===== config.mk =====
export PLATFORM = sky130hd
export DESIGN_NAME = tcgr_front_flat
export DESIGN_NICKNAME = d
export VERILOG_FILES = /design/src/tcgr_pkg.sv /design/src/tcgr_ifs.sv /design/src/tcgr_front.sv /design/src/flat_wrapper.sv
export SDC_FILE = /design/constraint.sdc
export NUM_CORES = 1
export LEC_CHECK = 0
export ABC_CLOCK_PERIOD_IN_PS = 2300
export BUFFER_PORTS_ARGS = -buffer_cell sky130_fd_sc_hd__buf_2
export CAP_MARGIN = 20
export CELL_PAD_IN_SITES_DETAIL_PLACEMENT = 1
export CELL_PAD_IN_SITES_GLOBAL_PLACEMENT = 2
export CORE_ASPECT_RATIO = 1.2
export CORE_MARGIN = 1
export CORE_UTILIZATION = 27
export CTS_BUF_LIST = sky130_fd_sc_hd__clkbuf_8
export DETAILED_ROUTE_END_ITERATION = 8
export GPL_TIMING_DRIVEN = 0
export PLACE_DENSITY_LB_ADDON = 0.1
export SYNTH_ARGS = -nofsm -noshare
export SYNTH_HDL_FRONTEND = slang
export SYNTH_SLANG_ARGS = --single-unit

===== constraint.sdc =====
create_clock -name clk -period 2.3 [get_ports clk]
set_input_delay 0.23 -clock clk [delete_from_list [all_inputs] [get_ports clk]]
set_output_delay 0.23 -clock clk [all_outputs]
set_load 0.05 [all_outputs]

===== src/tcgr_pkg.sv =====
// Shared types, codes and constants for the text console glyph renderer.
`timescale 1ns / 1ps

package tcgr_pkg;

    localparam int COLUMN_W   = 7;
    localparam int LINE_W     = 6;
    localparam int ADDR_W     = 19;
    localparam int PIXELS_W   = 64;
    localparam int GLYPH_W    = 7;
    localparam int ROW_W      = 3;
    localparam int FONT_AW    = 10;
    localparam int FONT_DEPTH = 760;
    localparam int STEP_W     = 4;
    localparam int CFG_IDX_W  = 1;

    localparam logic [GLYPH_W-1:0] GLYPH_COUNT = 7'd95;
    localparam logic [STEP_W-1:0]  ROW_LAST_STEP = 4'd7;
    localparam logic [STEP_W-1:0]  SCROLL_STEP   = 4'd8;

    localparam logic [1:0] KIND_PUT   = 2'd0;
    localparam logic [1:0] KIND_CLEAR = 2'd1;
    localparam logic [1:0] KIND_FONT  = 2'd2;

    localparam logic [1:0] OP_WRITE  = 2'd0;
    localparam logic [1:0] OP_SCROLL = 2'd1;
    localparam logic [1:0] OP_CLEAR  = 2'd2;

    localparam logic [CFG_IDX_W-1:0] CFG_FG = 1'd0;
    localparam logic [CFG_IDX_W-1:0] CFG_BG = 1'd1;

    localparam logic [7:0] FG_RESET = 8'd15;
    localparam logic [7:0] BG_RESET = 8'd0;

    localparam logic [7:0] CHAR_BS    = 8'h08;
    localparam logic [7:0] CHAR_LF    = 8'h0A;
    localparam logic [7:0] CHAR_CR    = 8'h0D;
    localparam logic [7:0] CHAR_DEL   = 8'h7F;
    localparam logic [7:0] CHAR_FIRST = 8'h20;
    localparam logic [7:0] CHAR_LAST  = 8'h7E;
    localparam logic [7:0] CHAR_SUBST = 8'h3F;

    typedef enum logic [2:0] {
        CMD_DRAW,
        CMD_ERASE,
        CMD_SCROLL,
        CMD_CLEAR,
        CMD_FONT
    } cmd_t;

    typedef struct packed {
        cmd_t               cmd;
        logic [GLYPH_W-1:0] glyph;
        logic [ROW_W-1:0]   row;
        logic [7:0]         bits;
        logic [ADDR_W-1:0]  base;
        logic               scroll;
    } qentry_t;

    typedef struct packed {
        logic    valid;
        qentry_t entry;
    } qhead_t;

endpackage


===== src/tcgr_ifs.sv =====
// Channel interfaces for items, results and register writes.
`timescale 1ns / 1ps

interface tcgr_item_if;
    logic                           valid;
    logic                           ready;
    logic [1:0]                     kind;
    logic [7:0]                     char_code;
    logic [tcgr_pkg::GLYPH_W-1:0]   glyph_index;
    logic [tcgr_pkg::ROW_W-1:0]     glyph_row;
    logic [7:0]                     glyph_bits;

    modport source (output valid, kind, char_code, glyph_index, glyph_row, glyph_bits,
                    input ready);
    modport sink (input valid, kind, char_code, glyph_index, glyph_row, glyph_bits,
                  output ready);
endinterface



===== src/tcgr_front.sv =====
// Front end: accepts items, keeps the text cursor and turns items into commands.
`timescale 1ns / 1ps

module tcgr_front #(
    parameter int TEXT_COLUMNS = 80,
    parameter int TEXT_LINES   = 60,
    parameter int LINE_PIXELS  = 640
) (
    input  logic              clk,
    input  logic              rst_n,
    tcgr_item_if.sink         item,
    input  logic              q_full,
    output logic              push,
    output tcgr_pkg::qentry_t push_entry
);

    localparam int ROW_STRIDE = 8 * LINE_PIXELS;

    logic [tcgr_pkg::COLUMN_W-1:0] col_reg;
    logic [tcgr_pkg::COLUMN_W-1:0] col_next;
    logic [tcgr_pkg::LINE_W-1:0]   line_reg;
    logic [tcgr_pkg::LINE_W-1:0]   line_next;
    logic [tcgr_pkg::COLUMN_W:0]   col_inc;
    logic [tcgr_pkg::LINE_W:0]     line_inc;
    logic [tcgr_pkg::COLUMN_W-1:0] col_dec;
    logic [tcgr_pkg::COLUMN_W-1:0] base_col;
    logic [31:0]                   base_wide;
    logic                          at_bottom;
    logic                          is_bs;
    logic                          accept;
    logic                          push_req;

    assign item.ready = !q_full;
    assign accept     = item.valid && item.ready;
    assign push       = accept && push_req;

    assign col_inc   = {1'b0, col_reg} + 8'd1;
    assign line_inc  = {1'b0, line_reg} + 7'd1;
    assign col_dec   = col_reg - 7'd1;
    assign at_bottom = line_inc >= 7'(TEXT_LINES);
    assign is_bs     = (item.char_code == tcgr_pkg::CHAR_BS)
                    || (item.char_code == tcgr_pkg::CHAR_DEL);
    assign base_col  = is_bs ? col_dec : col_reg;
    assign base_wide = 32'(line_reg) * 32'(ROW_STRIDE) + 32'({base_col, 3'b000});

    always_comb
    begin
        col_next          = col_reg;
        line_next         = line_reg;
        push_req          = 1'b0;
        push_entry.cmd    = tcgr_pkg::CMD_DRAW;
        push_entry.glyph  = item.glyph_index;
        push_entry.row    = item.glyph_row;
        push_entry.bits   = item.glyph_bits;
        push_entry.base   = base_wide[tcgr_pkg::ADDR_W-1:0];
        push_entry.scroll = 1'b0;
        case (item.kind)
            tcgr_pkg::KIND_FONT:
            begin
                if (item.glyph_index < tcgr_pkg::GLYPH_COUNT)
                begin
                    push_req       = 1'b1;
                    push_entry.cmd = tcgr_pkg::CMD_FONT;
                end
            end
            tcgr_pkg::KIND_CLEAR:
            begin
                col_next       = '0;
                line_next      = '0;
                push_req       = 1'b1;
                push_entry.cmd = tcgr_pkg::CMD_CLEAR;
            end
            tcgr_pkg::KIND_PUT:
            begin
                case (item.char_code)
                    tcgr_pkg::CHAR_CR:
                    begin
                        col_next = '0;
                    end
                    tcgr_pkg::CHAR_LF:
                    begin
                        col_next = '0;
                        if (at_bottom)
                        begin
                            push_req       = 1'b1;
                            push_entry.cmd = tcgr_pkg::CMD_SCROLL;
                        end
                        else
                        begin
                            line_next = line_inc[tcgr_pkg::LINE_W-1:0];
                        end
                    end
                    tcgr_pkg::CHAR_BS, tcgr_pkg::CHAR_DEL:
                    begin
                        if (col_reg != '0)
                        begin
                            col_next       = col_dec;
                            push_req       = 1'b1;
                            push_entry.cmd = tcgr_pkg::CMD_ERASE;
                        end
                    end
                    default:
                    begin
                        push_req       = 1'b1;
                        push_entry.cmd = tcgr_pkg::CMD_DRAW;
                        if (item.char_code inside {[tcgr_pkg::CHAR_FIRST:tcgr_pkg::CHAR_LAST]})
                        begin
                            push_entry.glyph = 7'(item.char_code - tcgr_pkg::CHAR_FIRST);
                        end
                        else
                        begin
                            push_entry.glyph = 7'(tcgr_pkg::CHAR_SUBST - tcgr_pkg::CHAR_FIRST);
                        end
                        if (col_inc >= 8'(TEXT_COLUMNS))
                        begin
                            col_next = '0;
                            if (at_bottom)
                            begin
                                push_entry.scroll = 1'b1;
                            end
                            else
                            begin
                                line_next = line_inc[tcgr_pkg::LINE_W-1:0];
                            end
                        end
                        else
                        begin
                            col_next = col_inc[tcgr_pkg::COLUMN_W-1:0];
                        end
                    end
                endcase
            end
            default:
            begin
                push_req = 1'b0;
            end
        endcase
    end

    always_ff @(posedge clk or negedge rst_n)
    begin
        if (!rst_n)
        begin
            col_reg  <= '0;
            line_reg <= '0;
        end
        else if (accept)
        begin
            col_reg  <= col_next;
            line_reg <= line_next;
        end
    end

endmodule


===== src/flat_wrapper.sv =====
// flat-port wrapper written by rule: the top's interface ports become plain ports
module tcgr_front_flat 
#(
    parameter int TEXT_COLUMNS = 80,
    parameter int TEXT_LINES   = 60,
    parameter int LINE_PIXELS  = 640
)
  (clk, rst_n, q_full, push, push_entry, item_valid, item_kind, item_char_code, item_glyph_index, item_glyph_row, item_glyph_bits, item_ready);
  tcgr_item_if item_i ();
  input  logic clk;
  input  logic rst_n;
  input  logic q_full;
  output logic push;
  output tcgr_pkg::qentry_t push_entry;
  input wire logic [$bits(item_i.valid)-1:0] item_valid;
  input wire logic [$bits(item_i.kind)-1:0] item_kind;
  input wire logic [$bits(item_i.char_code)-1:0] item_char_code;
  input wire logic [$bits(item_i.glyph_index)-1:0] item_glyph_index;
  input wire logic [$bits(item_i.glyph_row)-1:0] item_glyph_row;
  input wire logic [$bits(item_i.glyph_bits)-1:0] item_glyph_bits;
  output wire logic [$bits(item_i.ready)-1:0] item_ready;
  assign item_i.valid = item_valid;
  assign item_i.kind = item_kind;
  assign item_i.char_code = item_char_code;
  assign item_i.glyph_index = item_glyph_index;
  assign item_i.glyph_row = item_glyph_row;
  assign item_i.glyph_bits = item_glyph_bits;
  assign item_ready = item_i.ready;
  tcgr_front #(.TEXT_COLUMNS(TEXT_COLUMNS), .TEXT_LINES(TEXT_LINES), .LINE_PIXELS(LINE_PIXELS)) u_core (.clk(clk), .rst_n(rst_n), .item(item_i), .q_full(q_full), .push(push), .push_entry(push_entry));
endmodule

==> results of run 1 <==
-- worst max path at each step --
stage / to / from / slack, ps / depth (start not counted)
detailed placement: push_entry[18] / u_core.line_reg[3] / -260 / 7
floorplan: push_entry[34] / item_char_code[2] / -280 / 6
global placement: push_entry[18] / u_core.line_reg[3] / -230 / 7
global route: push_entry[18] / u_core.line_reg[3] / -120 / 7
CTS: push_entry[18] / u_core.line_reg[1] / -40 / 7
finish: push_entry[18] / u_core.line_reg[3] / -40 / 7
-- layer usage --
metal,routed length (um),share of wire,GRT usage
met3,255,0.043,0.01951
met5,0,0,0
met2,3037,0.51,0.3060
met1,2614,0.44,0.1999
met4,78,0.013,0.05864
-- layout by cell type, fill, tap and decap left out, types with 3 or more instances in the layout --
| master | count |
|---|---|
| xnor2_1 | 4 |
| and3_1 | 3 |
| buf_2 | 58 |
| clkbuf_1 | 6 |
| nor2b_1 | 4 |
| xnor2_2 | 3 |
| nor2_1 | 19 |
| inv_1 | 11 |
| buf_4 | 30 |
| dfrtp_2 | 7 |
| nand2_1 | 24 |
| dfrtp_1 | 6 |
| nor3b_2 | 3 |
| nand4_1 | 6 |
| a21oi_1 | 13 |
| and2_1 | 3 |
| clkbuf_8 | 3 |
| a31oi_1 | 4 |
| o31ai_1 | 4 |
| ha_1 | 7 |
| o21ai_0 | 13 |
| a21o_1 | 3 |
| nor3_1 | 5 |
| nand2b_1 | 3 |
| nand3_1 | 7 |
| ha_4 | 6 |
| conb_1 | 3 |
| buf_6 | 6 |
-- final cells by class --
class                      instances  area, um2
fill                             821       3944
multi-input combinational        192       1473
timing repair buffer              71      414.1
sequential                        13      334.1
buffer                            31      209.0
tap                               85      106.4
clock buffer                       3      41.29
inverter                          11      41.29
clock inverter                     1      3.754
-- critical path, delay by kind of cell, from the launching register on --
kind | cells | cell delay, ps
flip-flops | 1 | 430
adder cells (fa/ha/maj) | 3 | 750
buffers and inverters | 1 | 180
XOR/XNOR | 1 | 130
AO/OA/AOI/OAI | 2 | 380
-- through the flow --
stage | total power, mW | hold WS [ps]
3_3_place_gp | 0.8346 | 159.1
2_1_floorplan | 0.7013 | -65.59
6_report | 1.109 | 427.1
4_1_cts | 1.107 | 435.3
3_5_place_dp | 0.8407 | 170.2
5_1_grt | 1.174 | 462.8
-- power breakdown --
group,internal (mW),switching (mW),total [mW]
Sequential,0.244,0.0298,0.274
Clock,0.118,0.0929,0.211
Combinational,0.210,0.414,0.624
Total,0.572,0.537,1.11
-- kinds of logic (layout without fill, tap and decap cells) --
group,Yosys count,count (layout),share of synthesized area
buffers and inverters,42,117,0.1332
xor gates and xnor gates,10,10,0.04686
muxes,2,2,0.01071
DFF,13,13,0.1740
adders and majority gates,16,16,0.1111
other,1,3,0.002006
AOI/OAI and AO/OA,65,65,0.2463
and+or+nand+nor,96,96,0.2758
-- what timing repair did --
action | in CTS | in global routing
endpoints found under the setup margin | 18 | 15
gates resized for setup | 27 | 13
hold buffers | 1 | 0
gates cloned | 0 | 0
buffers inserted | 8 | 3
pin swaps | 6 | 10
endpoints found under the hold margin | 13 | 0
==> summary.txt, run 1 <==
Num CTS Buffers -> 3
Final net count -> 371
Die H -> 93.15 um
Reg2Reg Depth -> 8
# setup viols final -> 1
Setup TNS -> -44.37 ps
Drt initial violations -> 59
Dpl hpwl -> 4.487 mm
RSZ-0062 raised after global routing -> true
Flop2flop setup slack -> 180 ps
Die Wd -> 77.96 um
# diodes -> 0
Grt total ovfl -> 0
Worst R2R Start -> u_core.col_reg[0]
MaxCap Viol Count -> 0
Period utilisation layout -> 1.019
WP data arrival -> 2110 ps
Post-synth cell types -> 59
Initial Utilization -> 0.2847
Max H-tree Level -> 1
Final instance area -> 2623 um2
Worst-path clk slew -> 60 ps
Fraction of layout cells with a size suffix above 1 -> 0.4410
F_max -> 426.6 MHz
CP required -> 2070 ps
Yosys Warn Count -> 0
Synth top area share -> 0.1740
Post-synth top area cell -> dfrtp_1
Fin. max-slew vios -> 0
Router iterations before antenna repair -> 4
Power per Cell Area -> 422.9 nW/um2
Most frequent CP cell -> ha_4
Placed cell count -> 391
IO Port Bufs -> 59
Static leakage -> 1.197 nW
Max_slew headroom -> 0.5678
Number of synthesized register bits -> 13
R2R Path End -> u_core.line_reg[4]
Number of flip-flops in the largest register -> 7
# IOs -> 75
Maximum clock insertion buffer count -> 2
Area after DPL -> 2318 um2
Core area -> 6566 um2
DRC violations left -> 0
Syn-to-layout area delta -> 40.29%
Crit-path slowest cell -> dfrtp_2
Initial antenna violation count -> 0
CP Capture Type -> output port
First-pass GRT wire length -> 9.680 mm
Gr usage total -> 0.1671
Synth top area cells -> dfrtp_1 17%, ha_1 10%, buf_4 6.8%
Top cells by count, synth -> 24 x nand2_1, 21 x nor2_1, 17 x buf_4
CP max stage delay -> 430 ps
FP Rows -> 32
Asr flop ratio synth -> 1.000
Mapped Area -> 1869 um2
Largest net degree at the start of global routing -> 14
Critical path class -> reg -> out
Fin cells -> 407
Slew @ Worst Pin -> 645.9 ps
GP Congestion -> 0.7495
EDFF count, synth -> 0
Syn Inst Count -> 245
Worst-path cell chain -> ha_4 -> ha_4 -> fa_2 -> a21o_1 -> a21oi_2 -> xnor2_2 -> buf_6
Largest fanout on the critical path -> 2
Core Util, Final -> 0.3994
Die area -> 7261 um2
Register area share after synthesis -> 0.1740
Setup slack after layout -> -44.37 ps
Failing checks -> negative setup slack
Root cell of the clock tree -> clkbuf_8
Status -> complete, but fails checks
Synthesized area per cell -> 7.630 um2
Clock insertion delay at the later pin of the skew report -> 250 ps
Sink Count -> 13
Worst clock skew -> 3.754 ps
Routed wire length -> 5.985 mm
Top_reg_cell synth -> dfrtp_1
Min Clock Period, post-route -> 2344 ps
CTS tree -> done
Top-count cell post-synth -> nand2_1
Worst slack after detailed placement -> -259.8 ps
Peak VDD IR -> 0.1559 mV
Avg WL per Cell -> 14.71 um
Remaining antenna violation count after routing -> 0
Final hold violation count -> 0
Via density -> 4.990
Number of global-route vias before repair -> 1975
Hold Path Class -> in -> async
Startpoint class of the critical path -> register
Via Count -> 2031
No activity file was read; power rests on OpenSTA's default activity.
==> inputs of run 2 (changes only) <==
--- a/config.mk
+++ b/config.mk
@@ -5,14 +5,14 @@
 export SDC_FILE = /design/constraint.sdc
 export NUM_CORES = 1
 export LEC_CHECK = 0
-export ABC_CLOCK_PERIOD_IN_PS = 2300
+export ABC_CLOCK_PERIOD_IN_PS = 2140
 export BUFFER_PORTS_ARGS = -buffer_cell sky130_fd_sc_hd__buf_2
 export CAP_MARGIN = 20
 export CELL_PAD_IN_SITES_DETAIL_PLACEMENT = 1
 export CELL_PAD_IN_SITES_GLOBAL_PLACEMENT = 2
 export CORE_ASPECT_RATIO = 1.2
 export CORE_MARGIN = 1
-export CORE_UTILIZATION = 27
+export CORE_UTILIZATION = 24
 export CTS_BUF_LIST = sky130_fd_sc_hd__clkbuf_8
 export DETAILED_ROUTE_END_ITERATION = 8
 export GPL_TIMING_DRIVEN = 0
==> constraint.sdc (replaced) <==
create_clock -name clk -period 2.14 [get_ports clk]
set_input_delay 0.214 -clock clk [delete_from_list [all_inputs] [get_ports clk]]
set_output_delay 0.214 -clock clk [all_outputs]
set_load 0.05 [all_outputs]
==> summary.txt, run 2 (synthesized netlist as in run 1, its figures left out) <==
Final hold violation count -> 0 (unchanged)
CP startpoint -> u_core.line_reg[2]
Register area -> 334.1 um2 (unchanged)
Remaining antenna violation count after routing -> 0 (unchanged)
Drt initial violations -> 59 (unchanged)
Min Clock Period, post-route -> 2377 ps
Area after DPL -> 2365 um2 (+2.0%)
Via Count -> 2147 (+5.7%)
DRC violations left -> 0 (unchanged)
Number of flip-flops in the largest register -> 7 (unchanged)
Final instance area -> 3098 um2 (+18%)
Fillers -> 904 (+10%)
MaxCap Viol Count -> 0 (unchanged)
Number of global-route vias before repair -> 2208 (+12%)
CTS tree -> done
Die Wd -> 82.57 um (+5.9%)
WP data arrival -> 2160 ps (+50 ps)
CP required -> 1930 ps (-140 ps)
Total power -> 1.418 mW (+28%)
FP Rows -> 34 (+6.3%)
IO Port Bufs -> 59 (unchanged)
Largest net degree at the start of global routing -> 14 (unchanged)
Worst slack after detailed placement -> -340.0 ps (-80.27 ps)
RSZ-0062 raised after global routing -> true
Power per Cell Area -> 457.6 nW/um2 (+8.2%)
GP Congestion -> 0.7226 (-3.6%)
Setup slack after layout -> -237.3 ps (-192.9 ps)
Worst R2R Start -> u_core.col_reg[0]
Maximum clock insertion buffer count -> 2 (unchanged)
Most common cell after layout, fill and taps aside -> buf_2
Failing checks -> negative setup slack
Router iterations before antenna repair -> 4 (unchanged)
Max H-tree Level -> 1 (unchanged)
Static leakage -> 1.367 nW (+14%)
Syn-to-layout area delta -> 65.73%
Routed wire length -> 6.807 mm (+14%)
Initial antenna violation count -> 0 (unchanged)
Area occupied by multi-input gates -> 1640 um2 (+11%)
Worst clock skew -> 2.258 ps (-1.496 ps)
CP Capture Type -> output port
First-pass GRT wire length -> 10.98 mm (+13%)
Startpoint class of the critical path -> register
Fraction of layout cells with a size suffix above 1 -> 0.5423 (+0.1013)
Hold Slack -> 414.1 ps (-12.95 ps)
Worst-path clk slew -> 70 ps (about the same)
Via density -> 4.958 (-0.64%)
Sink Count -> 13 (unchanged)
Dpl hpwl -> 4.677 mm (+4.2%)
Grt total ovfl -> 0 (unchanged)
Status -> complete, but fails checks
Setup TNS -> -1101 ps (-1057 ps)
# IOs -> 75 (unchanged)
Most frequent cells in the layout -> 48 x buf_2, 37 x buf_4, 23 x buf_6
Critical path class -> reg -> out
# setup viols final -> 9 (+8)
Clock insertion delay at the later pin of the skew report -> 250 ps (about the same)
Core area -> 7402 um2 (+13%)
Final net count -> 392 (+5.7%)
Avg WL per Cell -> 15.72 um (+6.9%)
Hold Path Class -> in -> async
Slew @ Worst Pin -> 722.0 ps (+76.07 ps)
Peak VDD IR -> 0.1588 mV (+1.8%)
Largest fanout on the critical path -> 2 (unchanged)
Die H -> 98.68 um (+5.9%)
Initial Utilization -> 0.2525 (-0.03214)
Num CTS Buffers -> 3 (unchanged)
Fin. max-slew vios -> 0 (unchanged)
Max_slew headroom -> 0.5169 (-0.05090)
# diodes -> 0 (unchanged)
Root cell of the clock tree -> clkbuf_8
Period utilisation layout -> 1.111
Die area -> 8147 um2 (+12%)
Gr usage total -> 0.1740 (+0.006870)
F_max -> 420.7 MHz
[run 2: through the flow]
stage,util,std cells
floorplan,-,247
global placement,0.3195,396
detailed placement,0.3195,396
CTS,0.3960,426
global route,0.4185,433
finish,0.4185,433
[run 2: worst paths after layout]
kind	endpoint	slack [ps]	cells past startpoint
max in group asynchronous	u_core.line_reg[4]	1440	2
hold reg to reg	u_core.col_reg[1]	640	2
setup / recovery	push_entry[18]	-240	7
hold / removal	u_core.col_reg[6]	410	2
setup reg to reg	u_core.col_reg[6]	-50	9
min in group clk	u_core.line_reg[4]	560	3
[run 2: area by class of cell]
cell class	instances	share of cell area
inverters	11	0.01454
clock buffers	3	0.01333
clock inverters	1	0.001212
well taps	90	0.03635
flip-flops and latches	13	0.1078
repair buffers	94	0.2286
multi-input cells	192	0.5295
plain buffers	29	0.06866
[run 2: layer usage]
layer / GRT usage / share of wire
met1: 0.2254 / 0.44
met4: 0.03448 / 0.0097
met5: 0 / 0
met3: 0.01944 / 0.042
met2: 0.3058 / 0.51
[run 2: what timing repair did]
action | in CTS | in global routing
buffers inserted | 25 | 9
endpoints found under the setup margin | 30 | 32
hold buffers | 1 | 0
gates cloned | 1 | 0
gates resized for setup | 68 | 38
hold endpoints to repair | 13 | 0
pin swaps | 21 | 21
[run 2: report_power, final]
| group | internal, mW | switching [mW] |
|---|---|---|
| clock | 0.127 | 0.108 |
| combinational | 0.380 | 0.514 |
| sequential | 0.262 | 0.0255 |
| total | 0.770 | 0.648 |
[run 2: critical path: stages, from the launching register on]
cell	delay, ps
dfrtp_2	440
buf_12	140
ha_4	220
fa_2	410
a21o_1	220
a21oi_4	190
xnor2_4	130
buf_6	170
