===== config.mk =====
export PLATFORM = sky130hd
export DESIGN_NAME = tcgr_queue
export DESIGN_NICKNAME = d
export VERILOG_FILES = /design/src/tcgr_pkg.sv /design/src/tcgr_queue.sv
export SDC_FILE = /design/constraint.sdc
export NUM_CORES = 1
export LEC_CHECK = 0
export BUFFER_PORTS_ARGS = -buffer_cell sky130_fd_sc_hd__buf_2
export CORE_UTILIZATION = 59
export CTS_BUF_LIST = sky130_fd_sc_hd__clkbuf_8
export DETAILED_ROUTE_END_ITERATION = 16
export PLACE_DENSITY = 0.82
export SLEW_MARGIN = 30
export SYNTH_ARGS = -nofsm -noshare
export SYNTH_HDL_FRONTEND = slang
export SYNTH_SLANG_ARGS = --single-unit

===== constraint.sdc =====
create_clock -name clk -period 2.86 [get_ports clk]
set_clock_uncertainty 0.1 [all_clocks]
set_input_delay 0 -clock clk [delete_from_list [all_inputs] [get_ports clk]]
set_output_delay 0 -clock clk [all_outputs]
set_load 0.02 [all_outputs]

===== src/tcgr_pkg.sv =====
// Shared types, codes and constants for the text console glyph renderer.
`timescale 1ns / 1ps

package tcgr_pkg;

    localparam int COLUMN_W   = 7;
    localparam int LINE_W     = 6;
    localparam int ADDR_W     = 19;
    localparam int PIXELS_W   = 64;
    localparam int GLYPH_W    = 7;
    localparam int ROW_W      = 3;
    localparam int FONT_AW    = 10;
    localparam int FONT_DEPTH = 760;
    localparam int STEP_W     = 4;
    localparam int CFG_IDX_W  = 1;

    localparam logic [GLYPH_W-1:0] GLYPH_COUNT = 7'd95;
    localparam logic [STEP_W-1:0]  ROW_LAST_STEP = 4'd7;
    localparam logic [STEP_W-1:0]  SCROLL_STEP   = 4'd8;

    localparam logic [1:0] KIND_PUT   = 2'd0;
    localparam logic [1:0] KIND_CLEAR = 2'd1;
    localparam logic [1:0] KIND_FONT  = 2'd2;

    localparam logic [1:0] OP_WRITE  = 2'd0;
    localparam logic [1:0] OP_SCROLL = 2'd1;
    localparam logic [1:0] OP_CLEAR  = 2'd2;

    localparam logic [CFG_IDX_W-1:0] CFG_FG = 1'd0;
    localparam logic [CFG_IDX_W-1:0] CFG_BG = 1'd1;

    localparam logic [7:0] FG_RESET = 8'd15;
    localparam logic [7:0] BG_RESET = 8'd0;

    localparam logic [7:0] CHAR_BS    = 8'h08;
    localparam logic [7:0] CHAR_LF    = 8'h0A;
    localparam logic [7:0] CHAR_CR    = 8'h0D;
    localparam logic [7:0] CHAR_DEL   = 8'h7F;
    localparam logic [7:0] CHAR_FIRST = 8'h20;
    localparam logic [7:0] CHAR_LAST  = 8'h7E;
    localparam logic [7:0] CHAR_SUBST = 8'h3F;

    typedef enum logic [2:0] {
        CMD_DRAW,
        CMD_ERASE,
        CMD_SCROLL,
        CMD_CLEAR,
        CMD_FONT
    } cmd_t;

    typedef struct packed {
        cmd_t               cmd;
        logic [GLYPH_W-1:0] glyph;
        logic [ROW_W-1:0]   row;
        logic [7:0]         bits;
        logic [ADDR_W-1:0]  base;
        logic               scroll;
    } qentry_t;

    typedef struct packed {
        logic    valid;
        qentry_t entry;
    } qhead_t;

endpackage


===== src/tcgr_queue.sv =====
// Short command queue between the front end and the drawing back end.
`timescale 1ns / 1ps

module tcgr_queue #(
    parameter int DEPTH = 4
) (
    input  logic              clk,
    input  logic              rst_n,
    input  logic              push,
    input  tcgr_pkg::qentry_t push_entry,
    output logic              full,
    input  logic              pop,
    output tcgr_pkg::qhead_t  head
);

    localparam int PTR_W = (DEPTH > 1) ? $clog2(DEPTH) : 1;
    localparam int CNT_W = $clog2(DEPTH + 1);

    tcgr_pkg::qentry_t store_q [DEPTH];
    logic [PTR_W-1:0]  wr_ptr_reg;
    logic [PTR_W-1:0]  wr_ptr_next;
    logic [PTR_W-1:0]  rd_ptr_reg;
    logic [PTR_W-1:0]  rd_ptr_next;
    logic [CNT_W-1:0]  count_reg;
    logic [CNT_W-1:0]  count_next;

    assign full       = count_reg == CNT_W'(DEPTH);
    assign head.valid = count_reg != '0;
    assign head.entry = store_q[rd_ptr_reg];

    always_comb
    begin
        wr_ptr_next = wr_ptr_reg;
        rd_ptr_next = rd_ptr_reg;
        count_next  = count_reg;
        if (push)
        begin
            wr_ptr_next = (wr_ptr_reg == PTR_W'(DEPTH - 1)) ? '0 : wr_ptr_reg + 1'b1;
        end
        if (pop)
        begin
            rd_ptr_next = (rd_ptr_reg == PTR_W'(DEPTH - 1)) ? '0 : rd_ptr_reg + 1'b1;
        end
        if (push && !pop)
        begin
            count_next = count_reg + 1'b1;
        end
        else if (pop && !push)
        begin
            count_next = count_reg - 1'b1;
        end
    end

    always_ff @(posedge clk)
    begin
        if (push)
        begin
            store_q[wr_ptr_reg] <= push_entry;
        end
    end

    always_ff @(posedge clk or negedge rst_n)
    begin
        if (!rst_n)
        begin
            wr_ptr_reg <= '0;
            rd_ptr_reg <= '0;
            count_reg  <= '0;
        end
        else
        begin
            wr_ptr_reg <= wr_ptr_next;
            rd_ptr_reg <= rd_ptr_next;
            count_reg  <= count_next;
        end
    end

endmodule


==> flow_summary.json, run 1 <==
{
  "r2r_end": "rd_ptr_reg[1]",
  "ctsHoldBuffers": 45,
  "setup_tns_ns": 0,
  "period_needed_ns": 2.41,
  "clk_pin_slew_ns": 0.08,
  "cts_sinks": 171,
  "synth-seq-cells": 171,
  "wl_mm": 11.0,
  "antenna_cells": 0,
  "largest_reg_flops": 164,
  "slew_violations": 0,
  "yosys_warnings": 0,
  "gp_congestion": 0.683,
  "power.leakage_nw": 2.77,
  "startpoint_type": "flop",
  "place_area_mm2": 0.00697,
  "ys_seq_area_share_pct": 79.8,
  "r2r_slack_ns": 0.98,
  "syn_to_final_growth_pct": 22.9,
  "first_pass_iters": 6,
  "cpPeakStageDelay_ns": 0.82,
  "cts_tree": "yes",
  "finalNetCount": 453,
  "core_mm2": 0.0104,
  "ctsRootBufferMaster": "clkbuf_8",
  "final_layout_size_suffix_gt1_share_pct": 42.0,
  "ys_types": 20,
  "grtUsageTotal_pct": 21.5,
  "min_to": "store_q[3][14]",
  "multi_input_area_mm2": 0.00116,
  "place_ws_ns": 0.877,
  "ios": 88,
  "clock.fmax_mhz": 415,
  "hold_path_class": "in -> reg",
  "gr-total-overflow": 0,
  "reg2reg_from": "rd_ptr_reg[0]",
  "antenna_found_initial": 0,
  "power_density_mw_per_mm2": 963,
  "drv_cap": 0,
  "cp-end-kind": "primary output",
  "dieArea_mm2": 0.0112,
  "synth_fp_nets": 304,
  "path_buf_inv": 2,
  "status": "completed",
  "numPortBuffers": 87,
  "num_vias": 3054,
  "nFillCells": 596,
  "regArea_mm2": 0.00510,
  "drtIter0Drc": 158,
  "tightestPinTransition_ns": 0.692,
  "critPathKind": "reg -> out",
  "grt_max_degree": 42,
  "clock_path_buffers": 2,
  "cts_buffers": 17,
  "syn_area_mm2": 0.00639,
  "remaining_drc_errors": 0,
  "htree_num_levels": 4,
  "peakVddDrop_mv": 0.535,
  "start_util_pct": 61.3,
  "clk-insertion-delay-late_ns": 0.44,
  "viasPerCell": 5.55,
  "rsz0062_at_grt": "false",
  "die_w_um": 106,
  "grt_pass1_vias": 3356,
  "rows": 37,
  "postLayoutCellArea_mm2": 0.00785,
  "fp.dieH_um": 106,
  "hold_violations": 0,
  "critPathRequiredTime_ns": 2.76,
  "wl_per_cell_um": 19.9,
  "crit_fanout": 25,
  "dpl.hpwl_mm": 6.50,
  "setup_violations": 0,
  "ant_nets": 0,
  "syn_inst": 252,
  "postLayoutSetupSlackWorst_ns": 0.452,
  "timing.slew.headroom_pct": 53.8,
  "crit_family": "flip-flops",
  "cts_resized": 0,
  "cp.arrival_ns": 2.31,
  "grt_pass1_wl_mm": 17.1,
  "worstPathCellList": "buf_12, mux4_2, buf_2",
  "reg2reg_depth": 3,
  "cts_setup_buffers": 0,
  "crit_slowest_cell": "dfrtp_2",
  "worstHoldStart": "push_entry[14]",
  "fin_crit_sh_pct": 84.2,
  "min_path_cells": 2,
  "syn_avg_cell_area_um2": 25.3
}
==> cells in the mapped netlist (all sizes together) <==
master	number	area share [%]
ha	6	1.2
xor2	2	0.27
nor3b	1	0.12
xnor2	1	0.14
inv	4	0.23
nand2	2	0.12
buf	9	1.7
and2	4	0.39
mux4	41	15
o21ai	2	0.16
dfrtp	7	2.7
edfxtp	164	77
clkbuf	1	0.059
nor2	3	0.18
or3	1	0.098
fa	1	0.31
mux2	3	0.53
==> worst max-delay path by stage <==
stage,start,end,cells after the start
floorplan,wr_ptr_reg[0],store_q[0][0],3
global placement,rd_ptr_reg[0],head[7],3
detailed placement,rd_ptr_reg[0],head[6],3
CTS,rd_ptr_reg[0],head[36],3
global route,rd_ptr_reg[0],head[6],3
finish,rd_ptr_reg[0],head[6],3
==> power breakdown <==
part | switching (mW) | internal (mW)
Combinational | 1.25 | 1.04
Sequential | 0.266 | 3.22
Clock | 0.838 | 0.952
==> cells in the final DEF (no fill, tap or decap), drive strengths merged <==
master,count
or3,1
edfxtp,164
fa,1
o21ai,2
dlygate4sd3,45
nand2,2
mux4,41
xor2,2
nor2,3
xnor2,1
and2,4
clkbuf,17
inv,6
mux2,3
buf,95
clkinvlp,3
bufinv,4
nor3b,1
clkinv,6
dfrtp,7
ha,6
==> area by class of cell <==
type                            instances  area share, %
Clock inverter                         15           2.52
Inverter                                4          0.191
Timing Repair Buffer                  140           12.4
Tap cell                              136           2.17
Clock buffer                           17           2.98
Multi-Input combinational cell         67           14.8
Sequential cell                       171           65.0
==> worst register-to-register path: cells and delay by family, from the launching register on <==
kind / cells / cell delay (ns)
flops: 1 / 0.82
buf+inv: 1 / 0.32
mux: 1 / 0.26
fa+ha+maj: 1 / 0.27
==> per-stage QoR <==
| step | util (%) | instances | hold slack, ns | total power [mW] |
|---|---|---|---|---|
| 6_report | 75.4 | 550 | 0.205 | 7.56 |
| 5_1_grt | 75.4 | 550 | 0.179 | 7.90 |
| 4_1_cts | 75.4 | 550 | 0.174 | 7.65 |
| 3_5_place_dp | 66.9 | 473 | -0.248 | 5.83 |
| 3_3_place_gp | 66.9 | 473 | -0.253 | 5.75 |
| 2_1_floorplan | - | 252 | -0.396 | 5.19 |
==> layer usage <==
layer	routed length, um	up-vias	GRT usage [%]
met5	0	-	0
met4	138	0	8.33
met3	566	13	5.52
met2	5650	91	35.5
met1	4600	1590	27.8
li1	-	1360	-
==> cell families (layout without fill, tap and decap cells) <==
group / after synthesis / count (layout) / share of synthesized area [%]
multiplexers: 44 / 44 / 15.2
flip-flops: 171 / 171 / 79.8
AO/OA/AOI/OAI: 2 / 2 / 0.157
AND/OR/NAND/NOR: 11 / 11 / 0.901
buffers and inverters: 14 / 176 / 2.04
XOR/XNOR: 3 / 3 / 0.411
adder cells (fa/ha/maj): 7 / 7 / 1.49
(Power assumes the default switching activity.)
==> run 2: changes to the inputs <==
==> constraint.sdc (replaced) <==
create_clock -name clk -period 2.35 [get_ports clk]
set_clock_uncertainty 0.1 [all_clocks]
set_input_delay 0 -clock clk [delete_from_list [all_inputs] [get_ports clk]]
set_output_delay 0 -clock clk [all_outputs]
set_load 0.02 [all_outputs]
==> run 2 against run 1 <==
Global-route usage fell by 0.18 points. Utilization increased by 0.37 points. Highest routed layer unchanged. Sequential share of layout area decreased by 0.32 points. Via count down 0.26%. Critical path depth stayed put. Worst hold slack got worse by 0.014 ns.
==> flow_summary.json, run 2 (synthesized netlist as in run 1, its figures left out) <==
{
  "status": "completed",
  "place_area_mm2": 0.00703,
  "setup_violations": 0,
  "critPathRequiredTime_ns": 2.25,
  "viasPerCell": 5.55,
  "num_vias": 3046,
  "period_needed_ns": 2.21,
  "grtUsageTotal_pct": 21.3,
  "largest_reg_flops": 164,
  "clk-insertion-delay-late_ns": 0.45,
  "clkPwrFrac_pct": 22.7,
  "drv_cap": 0,
  "grt_max_degree": 42,
  "whs_ns": 0.191,
  "hold_path_class": "in -> reg",
  "peakVddDrop_mv": 0.764,
  "p_int_mw": 6.24,
  "wl_per_cell_um": 19.5,
  "syn_to_final_growth_pct": 23.5,
  "power_density_mw_per_mm2": 1170,
  "cts_setup_buffers": 0,
  "tightestPinTransition_ns": 0.533,
  "cts_sinks": 171,
  "setup_tns_ns": 0,
  "cts_buffers": 17,
  "clock_path_buffers": 2,
  "start_util_pct": 61.3,
  "ios": 88,
  "slew_violations": 0,
  "ctsRootBufferMaster": "clkbuf_8",
  "rsz0062_at_grt": "false",
  "die_w_um": 106,
  "htree_num_levels": 4,
  "finalNetCount": 452,
  "gr-total-overflow": 0,
  "dieArea_mm2": 0.0112,
  "drtIter0Drc": 181,
  "startpoint_type": "flop",
  "remaining_drc_errors": 0,
  "grt_pass1_vias": 3298,
  "postLayoutCellArea_mm2": 0.00789,
  "numPortBuffers": 87,
  "fp.dieH_um": 106,
  "antenna_found_initial": 0,
  "gp_congestion": 0.700,
  "p_total_mw": 9.19,
  "nFillCells": 571,
  "p_switching_mw": 2.95,
  "dpl.hpwl_mm": 6.30,
  "crit_fanout": 22,
  "grt_pass1_wl_mm": 17.0,
  "pwr-share-comb_pct": 31.8,
  "hold_violations": 0,
  "timing.slew.headroom_pct": 64.5,
  "ant_nets": 0,
  "antenna_cells": 0,
  "fin_crit_sh_pct": 94.0,
  "cp-end-kind": "primary output",
  "p_seq_share_pct": 45.5,
  "final_layout_size_suffix_gt1_share_pct": 41.9,
  "switching_share_pct": 32.1,
  "cp.arrival_ns": 2.11,
  "power.leakage_nw": 2.78,
  "core_mm2": 0.0104,
  "final_cell_mix": "edfxtp_1, buf_2, dlygate4sd3_1, mux4_2, clkbuf_8",
  "final_common_cell": "edfxtp_1",
  "wl_mm": 10.7,
  "clock.fmax_mhz": 453,
  "cts_tree": "yes",
  "rows": 37,
  "first_pass_iters": 4,
  "clk_pin_slew_ns": 0.09,
  "critPathKind": "reg -> out"
}
-- run 2: changes by cell type in the layout (fill, tap and decap cells not counted), sizes merged --
cell      delta
clkinvlp     -1
inv          +6
bufinv       -2
clkinv       -3
buf          -1
-- run 2: path summary, 6_finish.rpt --
| path | startpoint | to | slack (ns) | depth (start not counted) |
|---|---|---|---|---|
| worst min register to register | count_reg[2] | count_reg[2] | 0.40 | 1 |
| worst min-delay path | push_entry[11] | store_q[2][11] | 0.19 | 2 |
| max in group asynchronous | rst_n | rd_ptr_reg[1] | 1.49 | 3 |
| min in group asynchronous | rst_n | count_reg[0] | 0.40 | 3 |
| worst max-delay path | rd_ptr_reg[0] | head[34] | 0.14 | 3 |
| worst max register to register | wr_ptr_reg[0] | store_q[3][35] | 0.77 | 3 |
-- run 2: power by group through the flow --
stage	Sequential, mW	Combinational [mW]	Clock, mW
floorplan	4.09	2.22	0
global placement	4.22	2.87	0
detailed placement	4.26	2.92	0
CTS	4.19	2.97	2.13
global route	4.24	3.13	2.25
finish	4.18	2.92	2.09
-- run 2: per-layer routing --
| layer | vias to the layer above | track usage (%) | wire, um |
|---|---|---|---|
| met1 | 1574 | 27.3 | 4390 |
| met3 | 11 | 7.17 | 626 |
| met4 | 0 | 7.84 | 159 |
| met2 | 103 | 34.4 | 5530 |
| met5 | - | 0 | 0 |
| li1 | 1358 | - | - |
-- run 2: area by class of cell --
type                            instances  area, um2  share of cell area (%)
Multi-Input combinational cell         67       1160                    14.7
Tap cell                              136        170                    2.16
Inverter                                4       15.0                   0.190
Sequential cell                       171       5100                    64.7
Timing Repair Buffer                  139       1030                    13.0
Clock buffer                           17        234                    2.96
Clock inverter                         15        181                    2.30
-- run 2: repair_timing --
item | in CTS | in global routing
hold buffers | 45 | 0
gates resized for setup | 0 | 0
endpoints found under the hold margin | 177 | 0
-- run 2: metrics by stage --
stage	cells	util, %	setup slack, ns
after floorplan	252	-	0.233
after global placement	472	67.4	0.610
after detailed placement	472	67.4	0.587
after CTS	549	75.8	0.0853
after global routing	549	75.8	0.00420
final	549	75.8	0.142
-- run 2: critical path, stage by stage (launching register included) --
cell and delay (ns):
dfrtp_2 0.62, buf_12 0.26, mux4_1 0.58, buf_2 0.18
==> run 3: changes to the inputs <==
--- a/config.mk
+++ b/config.mk
@@ -6,10 +6,12 @@
 export NUM_CORES = 1
 export LEC_CHECK = 0
 export BUFFER_PORTS_ARGS = -buffer_cell sky130_fd_sc_hd__buf_2
+export CORE_MARGIN = 2
 export CORE_UTILIZATION = 59
 export CTS_BUF_LIST = sky130_fd_sc_hd__clkbuf_8
 export DETAILED_ROUTE_END_ITERATION = 16
 export PLACE_DENSITY = 0.82
+export SETUP_SLACK_MARGIN = 0.4
 export SLEW_MARGIN = 30
 export SYNTH_ARGS = -nofsm -noshare
 export SYNTH_HDL_FRONTEND = slang
==> run 3 against run 2 <==
Sequential share of layout area decreased by 1.5 points. Critical endpoint is now head[14]. Sequential power decreased by 1%. Setup slack improved by 0.25 ns.
==> flow_summary.json, run 3 (synthesized netlist as in run 1, its figures left out) <==
{
  "gr-total-overflow": 0,
  "p_seq_share_pct": 42.6,
  "place_ws_ns": 0.550,
  "antenna_found_initial": 0,
  "rsz0062_at_grt": "true",
  "hold_path_class": "in -> reg",
  "grt_pass1_wl_mm": 16.9,
  "grt_pass1_vias": 3259,
  "status": "completed",
  "cts_buffers": 17,
  "wl_per_cell_um": 20.4,
  "htree_num_levels": 4,
  "min_to": "store_q[3][18]",
  "dp_cells": 477,
  "start_util_pct": 61.3,
  "clkPwrFrac_pct": 22.5,
  "hold_violations": 0,
  "remaining_drc_errors": 0,
  "crit_slowest_cell": "mux4_2",
  "ios": 88,
  "p_int_mw": 6.71,
  "die_w_um": 108,
  "p_switching_mw": 2.99,
  "grt_max_degree": 27,
  "peakVddDrop_mv": 0.704,
  "num_vias": 3071,
  "drtIter0Drc": 221,
  "nFillCells": 541,
  "clk_pin_slew_ns": 0.09,
  "clk-insertion-delay-late_ns": 0.42,
  "fin_crit_sh_pct": 83.2,
  "wl_mm": 11.5,
  "ant_nets": 0,
  "worstPathCellList": "buf_4, buf_4, mux4_2, buf_2",
  "fin_cells": 563,
  "period_needed_ns": 1.96,
  "clock_path_buffers": 2,
  "critPathRequiredTime_ns": 2.25,
  "setup_violations": 0,
  "power_density_mw_per_mm2": 1200,
  "final_common_cell": "edfxtp_1",
  "viasPerCell": 5.45,
  "gp_congestion": 0.715,
  "place_area_mm2": 0.00701,
  "drv_cap": 0,
  "worstHoldStart": "push_entry[18]",
  "reg2reg_from": "wr_ptr_reg[0]",
  "pwr-share-comb_pct": 35.0,
  "reg2reg_depth": 4,
  "dieArea_mm2": 0.0117,
  "largest_reg_flops": 164,
  "postLayoutSetupSlackWorst_ns": 0.394,
  "startpoint_type": "flop",
  "r2r_slack_ns": 0.56,
  "fp.dieH_um": 108,
  "crit_fanout": 6,
  "numPortBuffers": 87,
  "regArea_mm2": 0.00510,
  "final_layout_size_suffix_gt1_share_pct": 43.8,
  "cts_tree": "yes",
  "core_mm2": 0.0104,
  "cts_sinks": 171,
  "dpl.hpwl_mm": 6.62,
  "r2r_end": "store_q[0][40]",
  "cp-end-kind": "primary output",
  "min_path_cells": 2,
  "timing.slew.headroom_pct": 72.9,
  "cp_common_cell": "buf_4",
  "multi_input_area_mm2": 0.00115,
  "power.leakage_nw": 2.87,
  "switching_share_pct": 30.8,
  "postLayoutCellArea_mm2": 0.00808,
  "setup_tns_ns": 0,
  "ctsRootBufferMaster": "clkbuf_8",
  "first_pass_iters": 5,
  "antenna_cells": 0,
  "cp.arrival_ns": 1.86,
  "grtUsageTotal_pct": 20.4,
  "syn_to_final_growth_pct": 26.4,
  "rows": 37,
  "cpPeakStageDelay_ns": 0.52,
  "critPathKind": "reg -> out",
  "finalNetCount": 466,
  "fin_util_pct": 77.5,
  "final_cell_mix": "edfxtp_1, buf_2, dlygate4sd3_1, mux4_2, clkbuf_8",
  "tightestPinTransition_ns": 0.407,
  "clock.fmax_mhz": 511,
  "slew_violations": 0
}
## run 3: repair_timing
item | 4_1_cts | 5_1_grt
resized for setup | 1 | 22
endpoints found under the setup margin | 34 | 34
cloned | 0 | 3
endpoints found under the hold margin | 176 | 0
hold buffers | 45 | 0
buffers inserted | 2 | 4
## run 3: power groups by stage
stage,Clock (mW),Sequential [mW],Combinational [mW]
3_3_place_gp,0,4.22,2.85
3_5_place_dp,0,4.26,2.88
4_1_cts,2.20,4.16,3.01
6_report,2.18,4.13,3.39
2_1_floorplan,0,4.08,2.23
5_1_grt,2.32,4.18,3.63
## run 3: layout make-up
cell class / instances / area share [%]
Timing Repair Buffer: 153 / 14.9
Inverter: 4 / 0.186
Clock inverter: 15 / 2.45
Tap cell: 136 / 2.11
Multi-Input combinational cell: 67 / 14.3
Clock buffer: 17 / 2.90
Sequential cell: 171 / 63.2
## run 3: worst max path at each step
stage / start / to / cells after the start
2_1_floorplan: wr_ptr_reg[0] / store_q[0][0] / 3
3_3_place_gp: wr_ptr_reg[0] / store_q[0][25] / 4
3_5_place_dp: wr_ptr_reg[0] / store_q[0][25] / 4
4_1_cts: rd_ptr_reg[0] / head[33] / 3
5_1_grt: rd_ptr_reg[0] / head[14] / 4
6_report: rd_ptr_reg[0] / head[14] / 4
## run 3: worst max-delay path: cells and delay by family, from the launching register on
kind | cells | cell delay [ns]
buf+inv | 3 | 0.51
flops | 1 | 0.39
mux | 1 | 0.52
## run 3: metrics by stage
step	hold WS [ns]	power [mW]
2_1_floorplan	-0.396	6.30
3_3_place_gp	-0.255	7.07
3_5_place_dp	-0.246	7.14
4_1_cts	0.185	9.37
5_1_grt	0.194	10.1
6_report	0.210	9.70
## run 3: routing by layer
metal | share of wire, % | vias to the layer above | wire length (um) | GRT usage [%]
met3 | 5.6 | 7 | 638 | 5.61
met1 | 41 | 1575 | 4740 | 26.7
met4 | 0.65 | 0 | 75 | 6.41
li1 | - | 1387 | - | -
met2 | 52 | 102 | 6020 | 33.9
met5 | 0 | - | 0 | 0
